`src/design/lpvs_pkg.sv`:
```
// Shared types, constants and the pen map for the line-palette video scanout.
// No dependencies; the scanout and the result queue refer to it by scoped names.

package lpvs_pkg;

  // Source store geometry
  localparam int SOURCE_ROWS    = 64;
  localparam int SOURCE_COLUMNS = 128;
  localparam int STORE_DEPTH    = SOURCE_ROWS * SOURCE_COLUMNS;
  localparam int ADDR_W         = $clog2(STORE_DEPTH);
  localparam int CELL_ADDR_W    = 13;
  localparam int SRC_COL_W      = $clog2(SOURCE_COLUMNS);

  // Row indexing: PAL_AW addresses a row, ROW_W also holds SOURCE_ROWS itself
  localparam int PAL_AW = (SOURCE_ROWS > 1) ? $clog2(SOURCE_ROWS) : 1;
  localparam int ROW_W  = $clog2(SOURCE_ROWS + 1);

  // Output line geometry
  localparam int LINE_PIXELS = 2 * SOURCE_COLUMNS;
  localparam int COL_W       = $clog2(LINE_PIXELS);
  localparam int LINE_W      = 9;
  localparam logic [COL_W-1:0] LAST_COL = COL_W'(LINE_PIXELS - 1);

  // Columns whose bit 1 selects the row palette
  localparam logic [SRC_COL_W-1:0] PAL_LOW_CELL  = SRC_COL_W'(125);
  localparam logic [SRC_COL_W-1:0] PAL_HIGH_CELL = SRC_COL_W'(126);

  // Register widths and limits
  localparam int REP_W      = 4;
  localparam int HEIGHT_W   = 10;
  localparam int REP_MAX    = 8;
  localparam int HEIGHT_MAX = 512;
  localparam int FULL_W     = $clog2(SOURCE_ROWS * REP_MAX + 1);
  localparam int TOT_W      = (FULL_W > HEIGHT_W) ? FULL_W : HEIGHT_W;
  localparam int REPCNT_W   = 3;

  // Result queue
  localparam int OUT_DEPTH = 4;
  localparam int OUT_PTR_W = $clog2(OUT_DEPTH);
  localparam int OUT_CNT_W = $clog2(OUT_DEPTH + 1);

  typedef struct packed {
    logic [2:0]        colour_index;
    logic [COL_W-1:0]  pixel_column;
    logic [LINE_W-1:0] pixel_line;
    logic              frame_end;
  } result_t;

  // Palette times four plus pixel bits to pen
  function automatic logic [2:0] pen_lookup(input logic [3:0] idx);
    logic [2:0] pen;
    case (idx)
      4'd0:    pen = 3'd0;
      4'd1:    pen = 3'd1;
      4'd2:    pen = 3'd1;
      4'd3:    pen = 3'd1;
      4'd4:    pen = 3'd7;
      4'd5:    pen = 3'd4;
      4'd6:    pen = 3'd2;
      4'd7:    pen = 3'd3;
      4'd8:    pen = 3'd5;
      4'd9:    pen = 3'd4;
      4'd10:   pen = 3'd2;
      4'd11:   pen = 3'd3;
      4'd12:   pen = 3'd6;
      4'd13:   pen = 3'd4;
      4'd14:   pen = 3'd2;
      4'd15:   pen = 3'd3;
      default: pen = 3'd0;
    endcase
    return pen;
  endfunction

endpackage

```
`src/design/lpvs_out_fifo.sv`:
```
// Small result queue between the scan pipeline and the output channel.
// Depends on lpvs_pkg for the result type and queue depth.

module lpvs_out_fifo (
  input  logic                              clk,
  input  logic                              rst_n,
  input  logic                              push,
  input  lpvs_pkg::result_t                 push_data,
  input  logic                              pop,
  output lpvs_pkg::result_t                 head,
  output logic [lpvs_pkg::OUT_CNT_W-1:0]    count
);

  lpvs_pkg::result_t                   mem_r [lpvs_pkg::OUT_DEPTH];
  logic [lpvs_pkg::OUT_PTR_W-1:0]      wr_ptr_r;
  logic [lpvs_pkg::OUT_PTR_W-1:0]      rd_ptr_r;
  logic [lpvs_pkg::OUT_CNT_W-1:0]      count_r;

  // Store beat at the tail
  always_ff @(posedge clk) begin
    if (push) begin
      mem_r[wr_ptr_r] <= push_data;
    end
  end

  // Advance pointers and occupancy
  always_ff @(posedge clk) begin
    if (!rst_n) begin
      wr_ptr_r <= '0;
      rd_ptr_r <= '0;
      count_r  <= '0;
    end else begin
      if (push) begin
        wr_ptr_r <= wr_ptr_r + 1'b1;
      end
      if (pop) begin
        rd_ptr_r <= rd_ptr_r + 1'b1;
      end
      case ({push, pop})
        2'b10:   count_r <= count_r + 1'b1;
        2'b01:   count_r <= count_r - 1'b1;
        default: count_r <= count_r;
      endcase
    end
  end

  assign head  = mem_r[rd_ptr_r];
  assign count = count_r;

  a_no_overflow: assert property (@(posedge clk) disable iff (!rst_n)
    push && !pop |-> count_r < lpvs_pkg::OUT_CNT_W'(lpvs_pkg::OUT_DEPTH))
    else $error("result queue overflow");

  a_no_underflow: assert property (@(posedge clk) disable iff (!rst_n)
    pop |-> count_r != '0)
    else $error("result queue underflow");

endmodule

```
`config.mk`:
```
export PLATFORM = sky130hd
export DESIGN_NAME = lpvs_out_fifo
export DESIGN_NICKNAME = d
export VERILOG_FILES = /design/src/design/lpvs_pkg.sv /design/src/design/lpvs_out_fifo.sv
export SDC_FILE = /design/constraint.sdc
export NUM_CORES = 1
export LEC_CHECK = 0
export BUFFER_PORTS_ARGS = -buffer_cell sky130_fd_sc_hd__clkbuf_2
export CAP_MARGIN = 20
export CORE_MARGIN = 2
export CORE_UTILIZATION = 56
export DETAILED_ROUTE_END_ITERATION = 7
export PLACE_DENSITY = 0.85
export SLEW_MARGIN = 20
export SYNTH_ARGS = -nofsm -noshare
export SYNTH_HDL_FRONTEND = slang
export SYNTH_SLANG_ARGS = --single-unit
```
`constraint.sdc`:
```
create_clock -name clk -period 2.2 [get_ports clk]
set_input_delay 0.44 -clock clk [delete_from_list [all_inputs] [get_ports clk]]
set_output_delay 0.44 -clock clk [all_outputs]
set_load 0.1 [all_outputs]
```
==> results_dict.tcl, run 1 <==
set metrics [dict create \
    status "finished, final reports clean" \
    tritoncts "built" \
    clock-root-buffer "clkbuf_8" \
    drive_gt1_share_pct 42.3 \
    avgSynthCellArea_um2 22.7 \
    slowest_delay_ns 0.61 \
    vdd_drop_max_mv 0.513 \
    relSlewSlack_pct 64.1 \
    start_util_pct 58.3 \
    rr_endpoint "count[2]" \
    synthMuxAreaShare_pct 14.0 \
    h-tree-depth 3 \
    nNetsFinal 246 \
    synth_xor_area_share_pct 1.26 \
    period_share_pct 96.2 \
    synthArstFlopShare_pct 0 \
    synth-main-ff-cell "edfxtp_1" \
    routabilityCongestion 0.678 \
    min_period_ns 2.12 \
    numCtsBuffers 9 \
    rsz0062_at_grt "false" \
    grt_usage_pct 18.3 \
    grt_max_degree 22 \
    skew_ns 0.00749 \
    synth_top_family_by_area "multiplexers" \
    synth_edf_count 84 \
    clk_latency_ns 0.35 \
    syn_to_final_growth_pct 26.5 \
    whs_endpoint "mem_r[2][20]" \
    rr_startpoint "count[1]" \
    postRouteAntennaNets 0 \
    synth.distinct_cells 18 \
    worst_path_max_delay_cell "mux4_1" \
    synth_area_leaders "edfxtp_1 73%, mux4_2 13%, dfxtp_1 5.2%" \
    grt_pass1_vias 1630 \
    synth.cell_area_um2 3470 \
    ff_latch_area_um2 2710 \
    routed_wl_um 5590 \
    holdBufCountCts 0 \
    yosysSeqAreaShare_pct 77.9 \
    drv_slew 0 \
    crit_arrival_ns 1.68 \
    drt_iter0_drc 120 \
    ios 49 \
    setup_viol 0 \
    yosysWarningCount 0 \
    critPathKind "reg2out" \
    fp-row-count 28 \
    fillerInstances 336 \
    hp-class "in2reg" \
    tightest_slew_ns 0.541 \
    hold_viol 0 \
    worstPathCellList "buf_4 > mux4_1 > buf_12" \
    io_buffers 48 \
    grt_pass1_wl_um 8510 \
    drc 0 \
    hp-start "push_data[20]" \
    placedCellCount 279 \
    totalNegativeSetupSlack_ns 0 \
    netlist_instances 153 \
    cts_setup_buffers 0 \
    fmax_mhz 473 \
    antenna_found_initial 0 \
    power.leakage_uw 0.00156 \
    clk_pin_slew_ns 0.08 \
    reg2reg_depth 5 \
    ctsLongestPathBuffers 2 \
    die_x_um 82.7 \
    hold_path_depth 1 \
    die-area_um2 6840 \
    hpwl_um 3520 \
    crit_required_ns 1.76 \
    viasPerCell 5.41 \
    synth_seq_cells 93 \
    grt-ovfl-total 0 \
    clock-sinks 93 \
    cap_violations 0 \
    drt_pass1_iterations 4 \
    synth_top_area_share_pct 72.7 \
    final_cell_count_no_fill 295 \
    post_drt_wl_per_cell_um 18.9 \
    p_per_area_nw_per_um2 997 \
    vias 1596 \
    crit_path_start_kind "flip-flop" \
    syn_nets 184 \
    core_um2 5960 \
    yosys.area_share.simple_pct 2.38 \
    r2r_slack_ns 0.66 \
    cp-end-kind "output port" \
    synth_fa_ha_area_share_pct 2.38 \
    antenna_cells 0 \
    worstPathMaxFanout 4 \
    multi_input_area_um2 713 \
    synth-compound-area-share_pct 0.505 \
    yosys.area.top_type "edfxtp_1" \
    die-height_um 82.7 \
]
==> repair_timing <==
| item | in CTS | in global routing |
|---|---|---|
| resized for setup | 0 | 1 |
| endpoints found under the hold margin | 0 | 0 |
| setup endpoints to repair | 0 | 11 |
==> state kept, by name, summed over array words and instances (netlist names), named ones only <==
register,count
count,3
mem_r,84
rd_ptr_r,2
wr_ptr_r,2
==> Yosys cell counts, types with 2 or more instances <==
master / instances
edfxtp_1: 84
nand2_1: 2
buf_6: 2
dfxtp_1: 9
xnor2_1: 2
buf_2: 2
o21ai_0: 2
mux4_2: 20
inv_1: 6
xor2_1: 3
ha_1: 5
and2_1: 10
==> worst max-delay path, delay by kind of cell (launching register included) <==
kind                   cells  cell delay, ns
buffers and inverters      2            0.36
flip-flops                 1            0.36
multiplexers               1            0.61
==> layer usage <==
layer	track usage, %	vias to the layer above	wire length (µm)
met5	0	-	0
met4	10.5	0	157
met3	4.02	17	222
met2	29.4	45	2860
met1	23.3	795	2350
li1	-	739	-
==> layout by cell type (no fill, tap or decap), drive strengths merged <==
master  instances
and2           10
clkinv          2
bufinv          2
ha              5
buf            28
nor2b           1
o21ai           2
mux4           21
or3             1
xnor2           2
dfxtp           9
a21boi          1
xor2            3
inv             6
fa              1
mux2i           1
clkbuf         39
edfxtp         84
nand2           2
==> metrics by stage <==
step / cell area [µm²] / hold WS (ns) / worst slack [ns] / utilization [%] / power, µW
floorplan: 3470 / 0.528 / 0.314 / - / 2790
global placement: 4160 / 0.481 / 0.291 / 69.8 / 3150
detailed placement: 4160 / 0.528 / 0.195 / 69.8 / 3170
CTS: 4390 / 0.280 / 0.00579 / 73.7 / 4420
global route: 4390 / 0.293 / 0.0340 / 73.7 / 4510
finish: 4390 / 0.301 / 0.0843 / 73.7 / 4380
==> cell families after synthesis <==
family	count (synthesis)
buffers and inverters	10
and+or+nand+nor	14
xor gates and xnor gates	5
adders and majority gates	6
muxes	22
AOI/OAI and AO/OA	3
DFF	93
==> worst max-delay path by stage <==
stage / cells after the start / startpoint / endpoint
global placement: 8 / push / count[2]
floorplan: 5 / count[1] / count[2]
CTS: 3 / flip-flop / head[15]
global route: 3 / flip-flop / head[10]
detailed placement: 8 / push / count[2]
finish: 3 / flip-flop / head[15]
==> power by group <==
group	total, µW	switching [µW]	internal, µW
clock network	1250	527	727
logic	1070	695	376
registers	2050	31.3	2020
==> cell type report <==
type / instances / area share, %
Clock inverter: 4 / 1.57
Multi-Input combinational cell: 50 / 16.2
Timing Repair Buffer: 55 / 14.1
Sequential cell: 93 / 61.6
Tap cell: 75 / 2.14
Clock buffer: 12 / 3.76
Inverter: 6 / 0.513
Note: power is estimated with default switching activity, not from simulation.
==> run 2, diff against run 1 <==
- CORE_UTILIZATION: 56 -> 60
- PLACE_DENSITY: 0.85 -> 0.9
- clock period: 2.2 -> 2.5 ns (I/O delays scaled with it)
==> results_dict.tcl, run 2 (synthesis results as in run 1) <==
set metrics [dict create \
    status "finished, final reports clean" \
    largest_reg_flops 84 \
    grt_pass1_vias 1635 \
    numCtsBuffers 9 \
    die-height_um 80.1 \
    routabilityCongestion 0.676 \
    drc 0 \
    ios 49 \
    met3_length_um 404 \
    vias 1594 \
    tightest_slew_ns 0.556 \
    wl_met1_um 2190 \
    start_util_pct 62.6 \
    antenna_cells 0 \
    post_drt_wl_per_cell_um 19.4 \
    die_x_um 80.1 \
    critPathKind "reg2out" \
    largest_register "mem_r" \
    ctsResizeCount 0 \
    crit_arrival_ns 1.79 \
    hold_viol 0 \
    cts_setup_buffers 0 \
    grt_usage_pct 19.4 \
    grt_pass1_wl_um 8630 \
    met2_length_um 3010 \
    grt-ovfl-total 0 \
    antenna_found_initial 0 \
    finalPower_uw 3890 \
    die-area_um2 6410 \
    power.leakage_uw 0.00155 \
    drt_iter0_drc 95 \
    whs_ns 0.373 \
    r2r_slack_ns 0.89 \
    ctsLongestPathBuffers 2 \
    worstPathMaxFanout 15 \
    cap_violations 0 \
    nNetsFinal 246 \
    setup_viol 0 \
    h-tree-depth 3 \
    viasPerCell 5.48 \
    relSlewSlack_pct 63.1 \
    crit_required_ns 2.00 \
    hpwl_um 3450 \
    postRouteAntennaNets 0 \
    vdd_drop_max_mv 0.596 \
    drt_pass1_iterations 4 \
    final_cell_mix "84 x edfxtp_1, 27 x clkbuf_2, 22 x buf_12, 20 x mux4_2, 10 x and2_1" \
    clock-root-buffer "clkbuf_8" \
    fmax_mhz 437 \
    routed_wl_um 5650 \
    clk_pin_slew_ns 0.09 \
    rsz0062_at_grt "false" \
    syn_to_final_growth_pct 26.3 \
    io_buffers 48 \
    skew_ns 0.00940 \
    tritoncts "built" \
    fp-row-count 27 \
    core_um2 5540 \
    hp-class "in2reg" \
    grt_max_degree 22 \
    top_layer_used "met4" \
    clock-sinks 93 \
    min_period_ns 2.29 \
    drive_gt1_share_pct 40.6 \
    totalNegativeSetupSlack_ns 0 \
    crit_path_start_kind "flip-flop" \
    period_share_pct 91.5 \
    final_common_cell "edfxtp_1" \
    p_per_area_nw_per_um2 887 \
    holdBufCountCts 0 \
    cp-end-kind "output port" \
    drv_slew 0 \
    clk_latency_ns 0.34 \
]
==> run 2: power breakdown <==
group,internal [µW],switching [µW]
logic,330,608
registers,1780,31.5
clock network,661,484
total,2770,1120
==> run 2: path summary, 6_finish.rpt <==
path	from	to	cells past startpoint
worst min register to register	count[2]	count[2]	2
worst min-delay path	push_data[9]	mem_r[3][9]	1
worst max-delay path	flip-flop	head[14]	3
worst max register to register	count[1]	count[2]	5
==> run 2: critical path, stage by stage, from the launching register on <==
cell and delay [ns]:
dfxtp_1 0.35, buf_4 0.31, mux4_2 0.59, buf_12 0.19
==> run 2: per-layer routing <==
layer  up-vias  GRT usage [%]
met1       793           23.9
met2        60           31.9
met5         -              0
met4         0           7.80
li1        737              -
met3         4           6.52
==> run 2: final cells by class <==
cell class / instances / area (µm²)
flip-flops and latches: 93 / 2700
well taps: 72 / 90.1
fillers: 282 / 1160
repair buffers: 55 / 621
inverters: 6 / 22.5
clock buffers: 9 / 124
clock inverters: 6 / 111
multi-input cells: 50 / 713
==> run 2: metrics by stage <==
step | worst slack (ns) | util (%) | cells | area (µm²)
detailed placement | 0.480 | 74.9 | 276 | 4150
finish | 0.212 | 79.1 | 291 | 4380
floorplan | 0.272 | - | 153 | 3470
CTS | 0.151 | 79.1 | 291 | 4380
global route | 0.0980 | 79.1 | 291 | 4380
global placement | 0.536 | 74.9 | 276 | 4150
==> run 3, diff against run 2 <==
- PLACE_DENSITY: 0.9 -> 0.82
==> results_dict.tcl, run 3 (synthesis results as in run 1) <==
set metrics [dict create \
    hold_viol 0 \
    relSlewSlack_pct 63.7 \
    totalNegativeSetupSlack_ns 0 \
    hp-class "in2reg" \
    rr_startpoint "count[1]" \
    io_buffers 48 \
    viasPerCell 5.61 \
    reg2reg_depth 5 \
    rr_endpoint "count[2]" \
    cts_setup_buffers 0 \
    vias 1644 \
    crit_arrival_ns 1.80 \
    routed_wl_um 6010 \
    period_share_pct 92.1 \
    use_met3_pct 4.94 \
    worstPathMaxFanout 14 \
    grt_usage_pct 20.8 \
    drive_gt1_share_pct 39.4 \
    crit_required_ns 2.00 \
    grt.met1_usage_pct 26.0 \
    setup_viol 0 \
    ctsLongestPathBuffers 2 \
    grt_pass1_vias 1821 \
    die-area_um2 6410 \
    grt_max_degree 15 \
    largest_reg_flops 84 \
    ios 49 \
    hpwl_um 4200 \
    fp-row-count 27 \
    placed_cell_area_um2 4140 \
    hold_path_depth 1 \
    die_x_um 80.1 \
    tritoncts "built" \
    grt-ovfl-total 0 \
    fillerInstances 302 \
    min_period_ns 2.30 \
    drt_iter0_drc 102 \
    syn_to_final_growth_pct 24.5 \
    final_common_cell "edfxtp_1" \
    hp-start "push_data[11]" \
    fmax_mhz 435 \
    nNetsFinal 247 \
    skew_ns 0.00804 \
    tightest_slew_ns 0.546 \
    holdBufCountCts 0 \
    drt_pass1_iterations 4 \
    top_usage_layer "met2" \
    die-height_um 80.1 \
    status "finished, final reports clean" \
    final_cell_mix "84 x edfxtp_1, 27 x clkbuf_2, 21 x buf_12, 20 x mux4_2, 10 x and2_1" \
    start_util_pct 62.6 \
    routabilityCongestion 0.698 \
    p_per_area_nw_per_um2 847 \
    clock-sinks 93 \
    h-tree-depth 3 \
    core_um2 5540 \
    power.leakage_uw 0.00153 \
    numCtsBuffers 9 \
    cap_violations 0 \
    fin_area_um2 4320 \
    vdd_drop_max_mv 0.519 \
    largest_register "mem_r" \
    ctsResizeCount 0 \
    antenna_cells 0 \
    r2r_slack_ns 0.83 \
    drv_slew 0 \
    grtUsageMet2_pct 36.1 \
    clock-root-buffer "clkbuf_8" \
    clk_latency_ns 0.34 \
    postRouteAntennaNets 0 \
    antenna_found_initial 0 \
    cp-end-kind "output port" \
    critPathKind "reg2out" \
    post_drt_wl_per_cell_um 20.5 \
    drc 0 \
    clk_pin_slew_ns 0.08 \
    crit_path_start_kind "flip-flop" \
    whs_ns 0.378 \
    whs_endpoint "mem_r[0][11]" \
    rsz0062_at_grt "false" \
    grt_pass1_wl_um 9440 \
]
-- run 3: cell types whose count changed in the layout (fill, tap and decap cells not counted) --
cell	before	now
clkbuf_1	0	4
buf_4	6	8
bufinv_16	3	1
buf_12	22	21
clkinv_2	0	1
clkinv_4	1	0
inv_6	1	0
-- run 3: stage by stage --
step                setup slack [ns]  total power, µW  std cells  util [%]
floorplan                      0.272             2460        153         -
global placement               0.536             2760        277      74.8
detailed placement             0.335             2800        277      74.8
CTS                            0.163             3680        293      78.0
global route                   0.117             3780        293      78.0
finish                         0.199             3660        293      78.0
-- run 3: power by group --
group / internal [µW] / switching [µW]
Clock: 460 / 449
Sequential: 1780 / 31.3
Combinational: 329 / 617
Total: 2570 / 1100
-- run 3: cell type report --
class	instances	area [µm²]	area share [%]
clock inverter	3	38.8	0.898
timing repair buffer	56	616	14.2
clock buffer	13	139	3.21
sequential	93	2700	62.5
tap	72	90.1	2.08
multi-input combinational	50	713	16.5
inverter	6	22.5	0.521
-- run 3: per-layer routing --
layer	vias to the layer above	share of wire, %
met2	49	55
li1	739	-
met3	7	4.1
met4	0	1.6
met1	849	39
met5	-	0
-- run 3: how the worst max path moves through the flow --
stage	start	to	slack, ns	depth (start not counted)
floorplan	count[1]	count[2]	0.27	5
global placement	push	count[2]	0.54	8
detailed placement	push	count[2]	0.33	8
CTS	flip-flop	head[15]	0.16	3
global route	flip-flop	head[15]	0.12	3
finish	flip-flop	head[15]	0.20	3
-- run 3: critical path: stages (launching register included) --
cell,delay [ns]
dfxtp_1,0.33
buf_4,0.29
mux4_1,0.65
buf_12,0.20
